### config.mk
export PLATFORM = sky130hd
export DESIGN_NAME = awvn_div
export DESIGN_NICKNAME = d
export VERILOG_FILES = /design/src/design/awvn_pkg.sv /design/src/design/awvn_div.sv
export SDC_FILE = /design/constraint.sdc
export NUM_CORES = 1
export LEC_CHECK = 0
export BUFFER_PORTS_ARGS = -buffer_cell sky130_fd_sc_hd__buf_2
export CAP_MARGIN = 25
export CORE_MARGIN = 5
export CORE_UTILIZATION = 55
export CTS_CLUSTER_DIAMETER = 150
export DETAILED_ROUTE_END_ITERATION = 8
export PLACE_DENSITY = 0.87
export SYNTH_ARGS = -nofsm -noshare
export SYNTH_HDL_FRONTEND = slang
export SYNTH_SLANG_ARGS = --single-unit
### constraint.sdc
create_clock -name clock -period 10.55 [get_ports clock]
set_clock_uncertainty 0.15 [all_clocks]
set_input_delay 0.5275 -clock clock [delete_from_list [all_inputs] [get_ports clock]]
set_output_delay 0.5275 -clock clock [all_outputs]
set_load 0.05 [all_outputs]
### src/design/awvn_pkg.sv
// Shared types and constants for the area-weighted vertex normal block.
// Depends on nothing; used by awvn_div and area_weighted_vertex_normals_top.
`default_nettype none

package awvn_pkg;

   // operation codes
   localparam logic [1:0] OP_WRITE = 2'd0;
   localparam logic [1:0] OP_FACE  = 2'd1;
   localparam logic [1:0] OP_READ  = 2'd2;

   localparam int INDEX_W   = 10;
   localparam int POS_W     = 16;
   localparam int NRM_W     = 16;
   localparam int AREA_W    = 35;
   localparam int NSUM_W    = 56;
   localparam int ASUM_W    = 40;
   localparam int MAG_W     = 40;   // component bound after the pre-shift
   localparam int HALF_W    = 20;   // half of a pre-shifted magnitude
   localparam int ROOT_W    = 42;
   localparam int SQ_W      = 2 * ROOT_W;
   localparam int MUL_W     = 26;
   localparam int PROD_W    = 2 * MUL_W;
   localparam int K_W       = 5;
   localparam int QB_W      = 6;
   localparam int DIV_NUM_W = 56;
   localparam int NRM_FRAC  = 14;
   localparam int NRM_QBITS = 15;
   localparam int ONE_Q14   = 16384;
   localparam int AREA_LO_W = 18;
   // x / 3 with x = hi * 2^18 + lo: hi * (2^18 - 1) / 3 plus (hi + lo) / 3
   localparam int THIRD_HI_MUL = 87381;
   localparam int THIRD_LO_MUL = 699051;   // ceil(2^21 / 3), exact below 2^19
   localparam int THIRD_LO_SH  = 21;

   typedef struct packed {
      logic [1:0]                operation;
      logic [INDEX_W-1:0]        index_a;
      logic [INDEX_W-1:0]        index_b;
      logic [INDEX_W-1:0]        index_c;
      logic signed [POS_W-1:0]   pos_x;
      logic signed [POS_W-1:0]   pos_y;
      logic signed [POS_W-1:0]   pos_z;
   } req_type;

   typedef struct packed {
      logic signed [NRM_W-1:0]   normal_x;
      logic signed [NRM_W-1:0]   normal_y;
      logic signed [NRM_W-1:0]   normal_z;
      logic [AREA_W-1:0]         area;
      logic                      degenerate;
   } rsp_type;

   typedef struct packed {
      logic                      start;
      logic [ROOT_W-1:0]         divisor;
      logic [DIV_NUM_W-1:0]      numer;
      logic [QB_W-1:0]           qbits;
   } div_req_type;

   typedef struct packed {
      logic                      busy;
      logic                      done;
      logic [AREA_W-1:0]         quot;
   } div_rsp_type;

endpackage

`default_nettype wire

### src/design/awvn_div.sv
// Iterative restoring divider, one quotient bit per cycle.
// Depends on awvn_pkg; the caller guarantees numer >> qbits is below the divisor.
`default_nettype none

module awvn_div (
   input  wire                  clock,
   input  wire                  reset,
   input  awvn_pkg::div_req_type req,
   output awvn_pkg::div_rsp_type rsp
);
   import awvn_pkg::*;

   logic [ROOT_W-1:0]    rem_ff;
   logic [ROOT_W-1:0]    dvs_ff;
   logic [DIV_NUM_W-1:0] sh_ff;
   logic [AREA_W-1:0]    quot_ff;
   logic [QB_W-1:0]      cnt_ff;
   logic                 busy_ff;
   logic                 done_ff;
   logic [ROOT_W:0]      trial;
   logic                 ge;

   assign trial = {rem_ff, sh_ff[DIV_NUM_W-1]};
   assign ge    = trial >= {1'b0, dvs_ff};

   always_ff @(posedge clock) begin
      if (reset) begin
         busy_ff <= 1'b0;
         done_ff <= 1'b0;
         cnt_ff  <= '0;
      end else begin
         done_ff <= 1'b0;
         if (req.start) begin
            busy_ff <= 1'b1;
            cnt_ff  <= req.qbits;
            dvs_ff  <= req.divisor;
            rem_ff  <= ROOT_W'(req.numer >> req.qbits);
            sh_ff   <= req.numer << (7'(DIV_NUM_W) - {1'b0, req.qbits});
            quot_ff <= '0;
         end else if (busy_ff) begin
            rem_ff  <= ge ? ROOT_W'(trial - {1'b0, dvs_ff}) : trial[ROOT_W-1:0];
            quot_ff <= {quot_ff[AREA_W-2:0], ge};
            sh_ff   <= sh_ff << 1;
            cnt_ff  <= cnt_ff - 1'b1;
            if (cnt_ff == QB_W'(1)) begin
               busy_ff <= 1'b0;
               done_ff <= 1'b1;
            end
         end
      end
   end

   assign rsp.busy = busy_ff;
   assign rsp.done = done_ff;
   assign rsp.quot = quot_ff;

endmodule

`default_nettype wire

# Yosys cells after proc, flatten, opt, wreduce, memory -nomap -nowiden

Index checks and enable logic that the tools add are counted.
Widths: inputs -> output; s select.

Memories kept: 0
Output and inout port bits: 37
Word-level logic and storage cells: 32
Input port bits: 107
Bits in read-only memories: 0
Bits in registers: 183
Bits in latches: 0
Memory bits (writable): 0

Divide/modulo/power cells: 0
Equality and inequality tests: 1
$lt $le $gt $ge: 1
Bitwise gates (word level): 2
Mux-type cells: 12
Reductions and logical operators: 4
Shifts and indexed selects: 2
$mul: 0
Add/subtract/negate cells: 3

Operators with widths:

| operator            | number |
|---|---|
| $mux 42             | 3 |
| $mux 56             | 2 |
| $shl 56x7->56       | 1 |
| $shr 56x6->42       | 1 |
| $ge 43x42->1        | 1 |
| $sub 42x42->42      | 1 |
| $mux 35             | 1 |
| $mux 6              | 2 |
| $sub 6x6->7 const A | 1 |
| $eq 6x1->1 const B  | 1 |
| $sub 6x1->6 const B | 1 |
| $mux 1              | 4 |
| $reduce_and 2->1    | 2 |
| $reduce_or 3->1     | 1 |
| $not 1->1           | 2 |
| $reduce_bool 2->1   | 1 |

# Depth between registers and ports, before layout

Gate-level depths: netlist of the first run.

Depth after elaboration: 4
Depth in mapped cells: 18

# Worst setup path before layout of the first run

No wires, ideal clock.

Kind: input-to-reg
From: input req[104] (netlist name)
To: register quot_ff[0] (enable)
Path slack: 3.075 ns
Data required time: 9.773 ns
Library setup time: 0.627 ns
Arrival: 6.698 ns
Cell stages on the path: 4
Cells stage by stage: clkbuf_1 -> clkbuf_1 -> nor2_1 -> nor2_1

Word-level cells in the longest chain between the ends: 2

Ends and longest elaborated chain:

| item                        | RTL line       | RTL |
|---|---|---|
| from (decl)                 | awvn_div.sv:8  | `input awvn_pkg::div_req_type req,` |
| $reduce_bool 2->1 (no line) | --             |  |
| $reduce_and 2->1 (no line)  | --             |  |
| to (signal assigned)        | awvn_div.sv:42 | `quot_ff <= {quot_ff[AREA_W-2:0], ge};` |
| to (decl)                   | awvn_div.sv:16 | `logic [AREA_W-1:0] quot_ff;` |

Every way passes these cells.
A chain may end at the register's enable or synchronous reset.

# Worst setup path in the final report of the first run

From: register sh_ff[55]
To: register rem_ff[6] (data pin)

Word-level cells in the longest chain between the ends: 4
Elaborated cells on any way between the ends: 5
Classes of those cells: add/sub (1); order compare (1); mux (3)

Ends and longest elaborated chain:

| item                                           | RTL line                       | RTL |
|---|---|---|
| from (decl)                                    | awvn_div.sv:15                 | `logic [DIV_NUM_W-1:0] sh_ff;` |
| from (signal assigned)                         | awvn_div.sv:38                 | `sh_ff <= req.numer << (7'(DIV_NUM_W) - {1'b0, req.qbits});` |
| from (signal assigned)                         | awvn_div.sv:43                 | `sh_ff <= sh_ff << 1;` |
| $sub 42x42->42 or $ge 43x42->1 (tied branches) | awvn_div.sv:41, awvn_div.sv:24 |  |
| $mux 42 *                                      | awvn_div.sv:41                 | `rem_ff <= ge ? ROOT_W'(trial - {1'b0, dvs_ff}) : trial[ROOT_W-1:0];` |
| $mux 42 *                                      | awvn_div.sv:40                 | `end else if (busy_ff) begin` |
| $mux 42 *                                      | awvn_div.sv:33                 | `if (req.start) begin` |
| to (signal assigned)                           | awvn_div.sv:37                 | `rem_ff <= ROOT_W'(req.numer >> req.qbits);` |
| to (signal assigned)                           | awvn_div.sv:41                 |  |
| to (decl)                                      | awvn_div.sv:13                 | `logic [ROOT_W-1:0] rem_ff;` |

Mark *: on every way between the ends. The rest lies on a longest branch, timed or not. The select of a mux whose other input is x is not followed.

==> metrics.cfg, run 1 <==
[cells_and_area]
area_delta_synth_final_pct = 9.82
stdcell_area_um2 = 17400
num-fill-cells = 2368
multi_input_area_um2 = 9790
ff_latch_area_um2 = 5420
drive_gt1_share_pct = 20.8
nNetsFinal = 1860

[worst_setup_path]
startpoint = sh_ff[55]
critPathRequiredTime_ns = 10.61
arrival_ns = 4.48
reg2reg_from = sh_ff[55]
path_class = register to register
crit_fanout = 33
end_kind = register
r2r_setup_slack_ns = 6.12
start_kind = register

[timing]
worst_slew_margin_rel_pct = 38.3
tightest_slew_ns = 0.926
rsz0062_at_grt = false
final_hold_viol_count = 0
finalCritPeriodShare_pct = 41.9
whs_ns = 0.0971
setup_viol = 0
clock.fmax_ghz = 0.226
setup-tns-final_ns = 0
period_needed_ns = 4.43
slew_violations = 0

[clock_tree]
cts-buffers-inserted = 17
cts_root_buffer = clkbuf_16
h-tree-depth = 4
path_clk_slew_ns = 0.08
clock_latency_ns = 0.46
ctsResizeCount = 0
hold_buffers = 0
cts_setup_buffers = 0
cts.sinks = 183
cts_tree = done
cts_buffer_depth = 2

[synth]
synth_flop_cell = edfxtp_1
ys_seq_area_share_pct = 34.1
synth_area_leaders = edfxtp_1 (33%), mux4_2 (13%), mux2i_1 (6.9%), nand2_1 (5.2%), ha_1 (3.5%)
ys_ff_latch = 183
synth.avg_cell_area_um2 = 9.66
synth_edf_count = 175
syn_inst = 1644
ys_warn_count = 0
synth_area_um2 = 15900
synth.distinct_cells = 76
synth_top_area_cell = edfxtp_1
synth_top_area_share_pct = 33.1
synth_fp_nets = 1797
synthArstFlopShare_pct = 0

[drt]
drc = 0
routed_via_density = 6.71
antenna_left = 0
finalWirelength_mm = 46.9
first_pass_iters = 7
vias = 14142
wl_per_cell_um = 22.2
drt-initial-drc-count = 2285

[worst_hold_path]
hold_path_startpoint = req[64]
worstHoldPathType = primary input to register

[grt]
grt_use_total_pct = 27.9
grt_max_degree = 86
grt_pass1_wl_mm = 73.3
grt_pass1_vias = 13162
antenna_found_initial = 2
grt_overflow_total = 0

[pwr]
total_power_uw = 2570
p_leak_uw = 0.00695
combinationalPowerShare_pct = 38.5
p_clk_share_pct = 26.0
vdd_ir_drop_max_mv = 0.111
intPower_uw = 1610
pwr-share-seq_pct = 35.4
power.density_nw_per_um2 = 148
power_switching_uw = 966
switching_share_pct = 37.5

[placement]
place_area_um2 = 16800
placement.io_buffers = 143
finalWeightedCongestion = 1.02
hpwl_mm = 34.2

[floorplanning]
rows = 62
chipWidth_um = 180
dieArea_um2 = 32400
start_util_pct = 55.5
core_um2 = 28600
io_pins = 144
die_h_um = 180

[job]
cap_violations = 0

[run_status]
status = completed

layer usage:
| metal | vias up | GRT usage (%) | wire, µm |
|---|---|---|---|
| li1 | 6354 | - | - |
| met1 | 6712 | 39.9 | 19100 |
| met2 | 941 | 43.4 | 21000 |
| met3 | 135 | 4.87 | 5170 |
| met4 | 0 | 9.20 | 1640 |
| met5 | - | 0 | 0 |
critical path: stages, from the launching register on:
cell       delay, ns
edfxtp_1        0.46
inv_1           0.10
ha_1            0.22
nand2b_1        0.17
a211o_1         0.34
a2111oi_4       0.42
nor3_2          0.14
nor2_4          0.17
a31oi_4         0.13
o41ai_4         0.62
buf_4           0.54
mux2_2          0.39
mux2_2          0.26
logic make-up (layout without fill, tap and decap cells):
family,count (synthesis),count (layout),synth area share [%]
buffers and inverters,184,260,4.76
other,0,3,0
adder cells (fa/ha/maj),46,46,3.67
AO/OA/AOI/OAI,429,429,17.7
XOR/XNOR,47,47,2.59
multiplexers,245,245,22.9
AND/OR/NAND/NOR,510,510,14.3
flip-flops,183,183,34.1
cells in the mapped netlist, types with 20 or more instances:
cell type / n
a211oi_1: 27
a21o_1: 20
a21oi_1: 111
a31oi_1: 23
clkbuf_1: 85
edfxtp_1: 175
ha_1: 45
inv_1: 62
mux2_2: 46
mux2i_1: 109
mux4_2: 90
nand2_1: 222
nand3_1: 26
nor2_1: 141
nor2b_1: 49
o21ai_0: 91
o221ai_1: 20
o22ai_1: 20
xnor2_1: 27
xor2_1: 20
power by group through the flow:
| stage | Clock, µW | Sequential (µW) | Combinational (µW) |
|---|---|---|---|
| final | 670 | 912 | 992 |
| after global routing | 704 | 917 | 1070 |
| after CTS | 671 | 912 | 967 |
| after detailed placement | 0 | 927 | 957 |
| after global placement | 0 | 925 | 931 |
| after floorplan | 0 | 949 | 695 |
registers in the layout, indices dropped and copies added (netlist names):
| name | cells |
|---|---|
| sh_ff | 56 |
| dvs_ff | 42 |
| rem_ff | 42 |
| quot_ff | 35 |
| cnt_ff | 6 |
| busy_ff | 1 |
| done_ff | 1 |
metrics by stage:
| stage | setup WS [ns] | instances | utilization [%] |
|---|---|---|---|
| floorplan | 3.07 | 1644 | - |
| global placement | 5.95 | 2070 | 58.6 |
| detailed placement | 5.86 | 2071 | 58.7 |
| CTS | 6.20 | 2103 | 60.8 |
| global route | 5.93 | 2106 | 60.9 |
| finish | 6.12 | 2107 | 60.9 |
final timing paths:
path,endpoint,cells after the start
worst max-delay path,rem_ff[6],12
worst min-delay path,dvs_ff[2],1
worst max register to register,rem_ff[6],12
worst min register to register,sh_ff[12],1
layout make-up:
class                           instances  area share [%]
Sequential cell                       183            31.0
Antenna cell                            3          0.0430
Clock inverter                         14           0.918
Inverter                               64            1.38
Timing Repair Buffer                  164            5.23
Tap cell                              384            2.75
Multi-Input combinational cell       1277            56.1
Clock buffer                           18            2.52
cell usage in the layout (no fill, tap or decap), types with 4 or more instances in the layout:
master and instances:
a21o_1 20, nor3_1 17, nand2_1 222, and2_1 5, a211oi_1 27, o22ai_1 20
a31oi_1 23, nor2b_1 49, buf_4 19, a21oi_1 111, inv_1 62, or3_1 6
o211ai_1 8, xnor2_2 4, and3_1 8, o221ai_1 20, ha_1 44, a22o_1 15
o21bai_1 10, dfxtp_1 8, nand4_1 4, xor2_1 18, buf_2 142, a22oi_1 10
o21ai_0 91, edfxtp_1 175, mux2i_1 109, clkbuf_16 17, a21boi_0 9, o2bb2ai_1 17
xnor2_1 23, inv_8 5, mux2_2 46, nand2b_1 8, nand3_1 26, a221o_1 7
nor2_1 138, mux4_2 90, o21ai_1 10
(Power assumes the default switching activity.)
==> inputs of run 2 (changes only) <==
--- a/config.mk
+++ b/config.mk
@@ -5,13 +5,14 @@
 export SDC_FILE = /design/constraint.sdc
 export NUM_CORES = 1
 export LEC_CHECK = 0
+export ABC_AREA = 1
 export BUFFER_PORTS_ARGS = -buffer_cell sky130_fd_sc_hd__buf_2
 export CAP_MARGIN = 25
 export CORE_MARGIN = 5
 export CORE_UTILIZATION = 55
 export CTS_CLUSTER_DIAMETER = 150
 export DETAILED_ROUTE_END_ITERATION = 8
-export PLACE_DENSITY = 0.87
+export PLACE_DENSITY = 0.89
 export SYNTH_ARGS = -nofsm -noshare
 export SYNTH_HDL_FRONTEND = slang
 export SYNTH_SLANG_ARGS = --single-unit
==> constraint.sdc (replaced) <==
create_clock -name clock -period 3.64 [get_ports clock]
set_clock_uncertainty 0.15 [all_clocks]
set_input_delay 0.182 -clock clock [delete_from_list [all_inputs] [get_ports clock]]
set_output_delay 0.182 -clock clock [all_outputs]
set_load 0.05 [all_outputs]
==> run 2 against run 1 <==
  * Critical path depth up 1
  * Register-to-register slack lost 5.7 ns
  * Clock power grew to 2.8 times the previous value
  * Routed wire length grew 30%
==> metrics.cfg, run 2 <==
[run_status]
status = completed  ; unchanged

[pwr]
vdd_ir_drop_max_mv = 0.358  ; was 0.111 mV
total_power_uw = 7550  ; was 2570 µW
p_leak_uw = 0.00948  ; was 0.00695 µW
power.density_nw_per_um2 = 395  ; was 148 nW/µm²

[cells_and_area]
area_delta_synth_final_pct = 10.1  ; was 9.82%
top_register = sh_ff  ; unchanged
largest_register_ffs = 56  ; unchanged
drive_gt1_share_pct = 8.96  ; was 20.8%
nNetsFinal = 2976  ; was 1860
stdcell_area_um2 = 19100  ; was 17400 µm²
final_cell_mix = nand2_1 (1015), nand3_1 (374), inv_1 (310)  ; was nand2_1 (222), edfxtp_1 (175), buf_2 (142)
ff_latch_area_um2 = 5420  ; unchanged
num-fill-cells = 2894  ; was 2368
multi_input_area_um2 = 9980  ; was 9790 µm²
layout_commonest_cell = nand2_1  ; unchanged
largestRegisters = sh_ff: 56 flops, dvs_ff: 42 flops, rem_ff: 42 flops  ; unchanged
final_util_pct = 61.0  ; was 60.9%

[clock_tree]
cts_tree = done  ; unchanged
cts_buffer_depth = 2  ; unchanged
path_clk_slew_ns = 0.08  ; about the same
cts-buffers-inserted = 17  ; unchanged
clock_latency_ns = 0.46  ; about the same
h-tree-depth = 4  ; unchanged
cts.sinks = 183  ; unchanged
ctsResizeCount = 0  ; unchanged
cts_root_buffer = clkbuf_16  ; unchanged

[synth]
ys_warn_count = 0  ; unchanged
synth_flop_cell = edfxtp_1  ; unchanged
synthAdderAreaFrac_pct = 3.36  ; was 3.67%
synthArstFlopShare_pct = 0  ; unchanged
synthXorXnorAreaFrac_pct = 1.78  ; was 2.59%
synth_edf_count = 175  ; unchanged
synth_fp_nets = 2877  ; was 1797
synth_top_family_by_area = simple AND/OR/NAND/NOR gates  ; was multiplexers
ys_ff_latch = 183  ; unchanged
synth_top_area_share_pct = 30.3  ; was 33.1%
synth_top_area_cell = edfxtp_1  ; unchanged
synth.distinct_cells = 55  ; was 76
synth.avg_cell_area_um2 = 6.36  ; was 9.66 µm²
synth_area_leaders = edfxtp_1 (30%), nand2_1 (22%), nand3_1 (11%), inv_1 (6.7%), ha_1 (3.2%)  ; was edfxtp_1 (33%), mux4_2 (13%), mux2i_1 (6.9%), nand2_1 (5.2%), ha_1 (3.5%)
synth.most_common_cell = nand2_1  ; unchanged
synthMuxAreaShare_pct = 0.693  ; was 22.9%
yosys.area_share.simple_pct = 41.0  ; was 14.3%
synth_compound_area_share_pct = 10.6  ; was 17.7%
synth_area_um2 = 17300  ; was 15900 µm²
netlist_top_cells_count = nand2_1 (1015), nand3_1 (374), inv_1 (311)  ; was nand2_1 (222), edfxtp_1 (175), nor2_1 (141)
ys_seq_area_share_pct = 31.2  ; was 34.1%
syn_inst = 2724  ; was 1644

[drt]
first_pass_iters = 7  ; unchanged
vias = 19128  ; was 14142
wl_per_cell_um = 18.9  ; was 22.2 µm
drt-initial-drc-count = 2434  ; was 2285
finalWirelength_mm = 61.1  ; was 46.9 mm
drc = 0  ; unchanged
antenna_left = 0  ; unchanged
routed_via_density = 5.91  ; was 6.71

[worst_hold_path]
worstHoldPathType = primary input to register  ; unchanged
hold_end = cnt_ff[4]  ; was dvs_ff[2]
hold_path_startpoint = req[4]  ; was req[64]
min_path_cells = 4  ; was 1

[grt]
grt_use_total_pct = 33.9  ; was 27.9%
grt_overflow_total = 0  ; unchanged
grt_pass1_vias = 17732  ; was 13162
grt_max_degree = 92  ; was 86
antenna_found_initial = 1  ; was 2
grt_pass1_wl_mm = 95.3  ; was 73.3 mm

[placement]
hpwl_mm = 46.5  ; was 34.2 mm
place_ws_ns = 0.530  ; was 5.86 ns
finalWeightedCongestion = 1.05  ; was 1.02
place_area_um2 = 18100  ; was 16800 µm²
placement.io_buffers = 143  ; unchanged

[timing]
layout_setup_ws_ns = 0.417  ; was 6.12 ns
worst_slew_margin_rel_pct = 38.6  ; was 38.3%
period_needed_ns = 3.22  ; was 4.43 ns
setup-tns-final_ns = 0  ; unchanged
final_hold_viol_count = 0  ; unchanged
clock.fmax_ghz = 0.310  ; was 0.226 GHz
tightest_slew_ns = 0.911  ; was 0.926 ns
setup_viol = 0  ; unchanged
rsz0062_at_grt = false  ; unchanged
slew_violations = 0  ; unchanged
finalCritPeriodShare_pct = 88.5  ; was 41.9%

[worst_setup_path]
r2r_setup_slack_ns = 0.42  ; was 6.12 ns
rr_worst_depth = 13  ; was 12
r2r_end = rem_ff[6]  ; unchanged
path_class = register to register  ; unchanged
critPathRequiredTime_ns = 3.68  ; was 10.61 ns
start_kind = register  ; unchanged
end_kind = register  ; unchanged
arrival_ns = 3.27  ; was 4.48 ns
reg2reg_from = rem_ff[26]  ; was sh_ff[55]
crit_fanout = 33  ; unchanged

[floorplanning]
io_pins = 144  ; unchanged
chipWidth_um = 188  ; was 180 µm
die_h_um = 188  ; was 180 µm
start_util_pct = 55.4  ; was 55.5%
rows = 65  ; was 62
dieArea_um2 = 35200  ; was 32400 µm²
core_um2 = 31300  ; was 28600 µm²

[job]
cap_violations = 0  ; unchanged

==> run 2: changes by cell type in the layout (fill, tap and decap cells not counted), moves of 23 or more <==
cell / previous run / this run
nand2_1: 222 / 1015
mux2_2: 46 / 0
dlygate4sd3_1: 0 / 44
a211oi_1: 27 / 0
inv_1: 62 / 310
nand3b_1: 2 / 37
mux4_2: 90 / 0
mux2i_1: 109 / 12
nand3_1: 26 / 374
a21oi_1: 111 / 88
o21ai_1: 10 / 67
nor2b_1: 49 / 0
==> run 2: what timing repair did <==
action,4_1_cts,5_1_grt
hold buffers,44,0
setup buffers,0,0
endpoints found under the hold margin,49,0
endpoints found under the setup margin,0,0
==> run 2: how the worst max path moves through the flow <==
stage	start	end	slack [ns]
6_report	rem_ff[26]	rem_ff[6]	0.42
3_3_place_gp	rem_ff[21]	rem_ff[31]	0.58
2_1_floorplan	req[104]	quot_ff[0]	0.60
4_1_cts	rem_ff[26]	rem_ff[6]	0.51
5_1_grt	rem_ff[33]	rem_ff[7]	0.29
3_5_place_dp	rem_ff[26]	rem_ff[6]	0.53
==> run 2: report_power, final <==
part	internal, µW	switching [µW]
Combinational	942	2100
Sequential	2550	77.8
Clock	947	936
==> run 2: layout make-up <==
type | instances | area share (%)
diodes | 1 | 0.0131
clock buffers | 19 | 2.37
clock inverters | 13 | 0.675
inverters | 322 | 6.34
multi-input cells | 2080 | 52.3
flip-flops and latches | 183 | 28.4
well taps | 402 | 2.63
repair buffers | 219 | 7.31
==> run 2: per-layer routing <==
metal | share of wire (%) | track usage, % | vias to the layer above
met3 | 9.6 | 6.42 | 196
li1 | - | - | 9052
met5 | 0 | 0 | -
met1 | 39 | 43.4 | 8713
met2 | 45 | 55.5 | 1167
met4 | 5.8 | 16.6 | 0
==> run 2: cells by family (layout without fill, tap and decap cells) <==
kind of cell,count (synthesis),after routing
AND/OR/NAND/NOR,1662,1662
buffers and inverters,461,573
AO/OA/AOI/OAI,330,330
flip-flops,183,183
adder cells (fa/ha/maj),46,46
XOR/XNOR,30,30
multiplexers,12,12
other,0,1
==> run 2: stage by stage <==
stage,hold WS (ns),cells
6_report,0.119,3239
5_1_grt,0.119,3239
4_1_cts,0.106,3238
3_5_place_dp,0.210,3162
3_3_place_gp,0.209,3162
2_1_floorplan,0.131,2724
==> run 2: worst max-delay path, cell delays in order (launching register included) <==
cell	delay [ns]
edfxtp_1	0.46
ha_1	0.44
nand2_1	0.11
inv_1	0.10
nand2_1	0.08
nor2_2	0.13
inv_1	0.08
nor3_2	0.19
nand2_4	0.32
nand2_8	0.28
buf_4	0.33
nand2_1	0.11
nand3_1	0.09
nand2_1	0.06
==> inputs of run 3 (changes only) <==
--- a/config.mk
+++ b/config.mk
@@ -12,7 +12,7 @@
 export CORE_UTILIZATION = 55
 export CTS_CLUSTER_DIAMETER = 150
 export DETAILED_ROUTE_END_ITERATION = 8
-export PLACE_DENSITY = 0.89
+export PLACE_DENSITY = 0.86
 export SYNTH_ARGS = -nofsm -noshare
 export SYNTH_HDL_FRONTEND = slang
 export SYNTH_SLANG_ARGS = --single-unit
==> constraint.sdc (replaced) <==
create_clock -name clock -period 3.9 [get_ports clock]
set_clock_uncertainty 0.15 [all_clocks]
set_input_delay 0.195 -clock clock [delete_from_list [all_inputs] [get_ports clock]]
set_output_delay 0.195 -clock clock [all_outputs]
set_load 0.05 [all_outputs]
==> run 3 against run 2 <==
  * Global-route usage rose by 1.2 points
  * Hold slack lost 0.019 ns
  * Count of clock-buffer cells in the layout is 2 lower
  * Critical endpoint is now rem_ff[35]
  * Largest cell class unchanged
==> metrics.cfg, run 3 (same netlist as run 2, synthesis figures left out) <==
[grt]
grt_pass1_wl_mm = 98.4  ; was 95.3 mm
grt_pass1_vias = 17696  ; was 17732
grt_max_degree = 92  ; unchanged
grt_use_total_pct = 35.2  ; was 33.9%
grt_overflow_total = 0  ; unchanged
antenna_found_initial = 0  ; was 1

[timing]
clock.fmax_ghz = 0.303  ; was 0.310 GHz
worst_slew_margin_rel_pct = 32.5  ; was 38.6%
tightest_slew_ns = 1.01  ; was 0.911 ns
setup-tns-final_ns = 0  ; unchanged
setup_viol = 0  ; unchanged
slew_violations = 0  ; unchanged
rsz0062_at_grt = false  ; unchanged
finalCritPeriodShare_pct = 84.7  ; was 88.5%
final_hold_viol_count = 0  ; unchanged
period_needed_ns = 3.30  ; was 3.22 ns

[worst_hold_path]
hold_end = cnt_ff[4]  ; unchanged
hold_path_startpoint = req[4]  ; unchanged
worstHoldPathType = primary input to register  ; unchanged
min_path_cells = 3  ; was 4

[worst_setup_path]
r2r_end = rem_ff[35]  ; was rem_ff[6]
r2r_setup_slack_ns = 0.60  ; was 0.42 ns
end_kind = register  ; unchanged
crit_fanout = 43  ; was 33
path_cells = ha_1 > nand2_2 > inv_1 > a21oi_1 > nand2_1 > a21oi_1 > nand2_2 > nand2_4 > nand2_8 > nand2_2 > nand2_1 > nand2_1 > nand2_1  ; was ha_1 > nand2_1 > inv_1 > nand2_1 > nor2_2 > inv_1 > nor3_2 > nand2_4 > nand2_8 > buf_4 > nand2_1 > nand3_1 > nand2_1
start_kind = register  ; unchanged
reg2reg_from = rem_ff[25]  ; was rem_ff[26]
critical_path.max_stage_delay_ns = 0.41  ; was 0.46 ns
worst_path_max_delay_cell = edfxtp_1  ; unchanged
critPathRequiredTime_ns = 3.95  ; was 3.68 ns
arrival_ns = 3.35  ; was 3.27 ns
path_class = register to register  ; unchanged
rr_worst_depth = 13  ; unchanged
crit_top_cell = nand2_1  ; unchanged

[cells_and_area]
stdcell_area_um2 = 19100  ; about the same
nNetsFinal = 2969  ; was 2976
antenna_cells = 0  ; was 1
drive_gt1_share_pct = 8.73  ; was 8.96%
layout.cells.non_filler = 3231  ; was 3239
largest_register_ffs = 56  ; unchanged
final_util_pct = 60.9  ; was 61.0%
largestRegisters = sh_ff: 56 flops, dvs_ff: 42 flops, rem_ff: 42 flops  ; unchanged
area_delta_synth_final_pct = 10.1  ; about the same
layout_commonest_cell = nand2_1  ; unchanged
final_cell_mix = nand2_1 (1015), nand3_1 (374), inv_1 (310)  ; unchanged
top_register = sh_ff  ; unchanged

[floorplanning]
dieArea_um2 = 35200  ; unchanged
rows = 65  ; unchanged
io_pins = 144  ; unchanged
start_util_pct = 55.4  ; unchanged
die_h_um = 188  ; unchanged
chipWidth_um = 188  ; unchanged
core_um2 = 31300  ; unchanged

[drt]
vias = 18839  ; was 19128
drt-initial-drc-count = 2273  ; was 2434
routed_via_density = 5.83  ; was 5.91
finalWirelength_mm = 63.3  ; was 61.1 mm
wl_per_cell_um = 19.6  ; was 18.9 µm
first_pass_iters = 6  ; was 7
antenna_left = 0  ; unchanged
drc = 0  ; unchanged

[pwr]
combinationalPowerShare_pct = 40.3  ; about the same
p_clk_share_pct = 25.2  ; was 24.9%
intPower_uw = 4130  ; was 4440 µW
total_power_uw = 7110  ; was 7550 µW
switching_share_pct = 41.9  ; was 41.2%
pwr-share-seq_pct = 34.5  ; was 34.8%
power.density_nw_per_um2 = 372  ; was 395 nW/µm²
power_switching_uw = 2980  ; was 3110 µW
p_leak_uw = 0.00945  ; was 0.00948 µW
vdd_ir_drop_max_mv = 0.332  ; was 0.358 mV

[clock_tree]
clock_latency_ns = 0.46  ; about the same
cts_root_buffer = clkbuf_16  ; unchanged
cts_buffer_depth = 2  ; unchanged
ctsResizeCount = 0  ; unchanged
path_clk_slew_ns = 0.08  ; about the same
cts_tree = done  ; unchanged
cts-buffers-inserted = 17  ; unchanged
cts.sinks = 183  ; unchanged
h-tree-depth = 4  ; unchanged

[job]
cap_violations = 0  ; unchanged

[run_status]
status = completed  ; unchanged

[placement]
hpwl_mm = 48.6  ; was 46.5 mm
placement.io_buffers = 143  ; unchanged
placed_cells_incl_taps = 3156  ; was 3162
place_area_um2 = 18000  ; was 18100 µm²
finalWeightedCongestion = 1.08  ; was 1.05

## run 3: worst max-delay path: cells and delay by family, from the launching register on
kind	cells	cell delay (ns)
compound gates	2	0.42
flops	1	0.41
buf+inv	1	0.04
fa+ha+maj	1	0.40
simple gates	9	1.63
## run 3: what timing repair did
action | 4_1_cts | 5_1_grt
endpoints found under the setup margin | 0 | 0
setup buffers | 0 | 0
hold endpoints to repair | 48 | 0
hold buffers | 43 | 0
## run 3: cell type report
cell class | count | area (µm²)
clock buffer | 17 | 425
clock inverter | 15 | 176
fill | 2973 | 12200
inverter | 322 | 1210
multi-input combinational | 2080 | 9980
sequential | 183 | 5420
tap | 402 | 503
timing repair buffer | 212 | 1370
## run 3: worst max-delay path by stage
stage / start / end / slack, ns
2_1_floorplan: req[104] / quot_ff[0] / 0.85
4_1_cts: rem_ff[25] / rem_ff[38] / 0.62
3_5_place_dp: rem_ff[25] / rem_ff[35] / 0.65
5_1_grt: rem_ff[9] / rem_ff[37] / 0.35
3_3_place_gp: rem_ff[25] / rem_ff[31] / 0.78
6_report: rem_ff[25] / rem_ff[35] / 0.60
## run 3: metal layers
metal  vias up  share of wire, %  global-route usage (%)
met4         0               4.6                    14.5
met2      1066                47                    59.5
met5         -                 0                       0
li1       9048                 -                       -
met1      8576                40                    45.1
met3       149               8.4                    5.57
## run 3: stage by stage
| stage | setup slack, ns | hold WS (ns) |
|---|---|---|
| 3_5_place_dp | 0.655 | 0.224 |
| 5_1_grt | 0.347 | 0.140 |
| 6_report | 0.597 | 0.100 |
| 2_1_floorplan | 0.851 | 0.144 |
| 4_1_cts | 0.617 | 0.0736 |
| 3_3_place_gp | 0.778 | 0.221 |
## run 3: power groups by stage
| stage | sequential [µW] | clock (µW) | combinational [µW] |
|---|---|---|---|
| finish | 2450 | 1790 | 2870 |
| global route | 2460 | 1880 | 3150 |
| CTS | 2450 | 1790 | 2800 |
| detailed placement | 2490 | 0 | 2750 |
| global placement | 2480 | 0 | 2710 |
| floorplan | 2550 | 0 | 1920 |
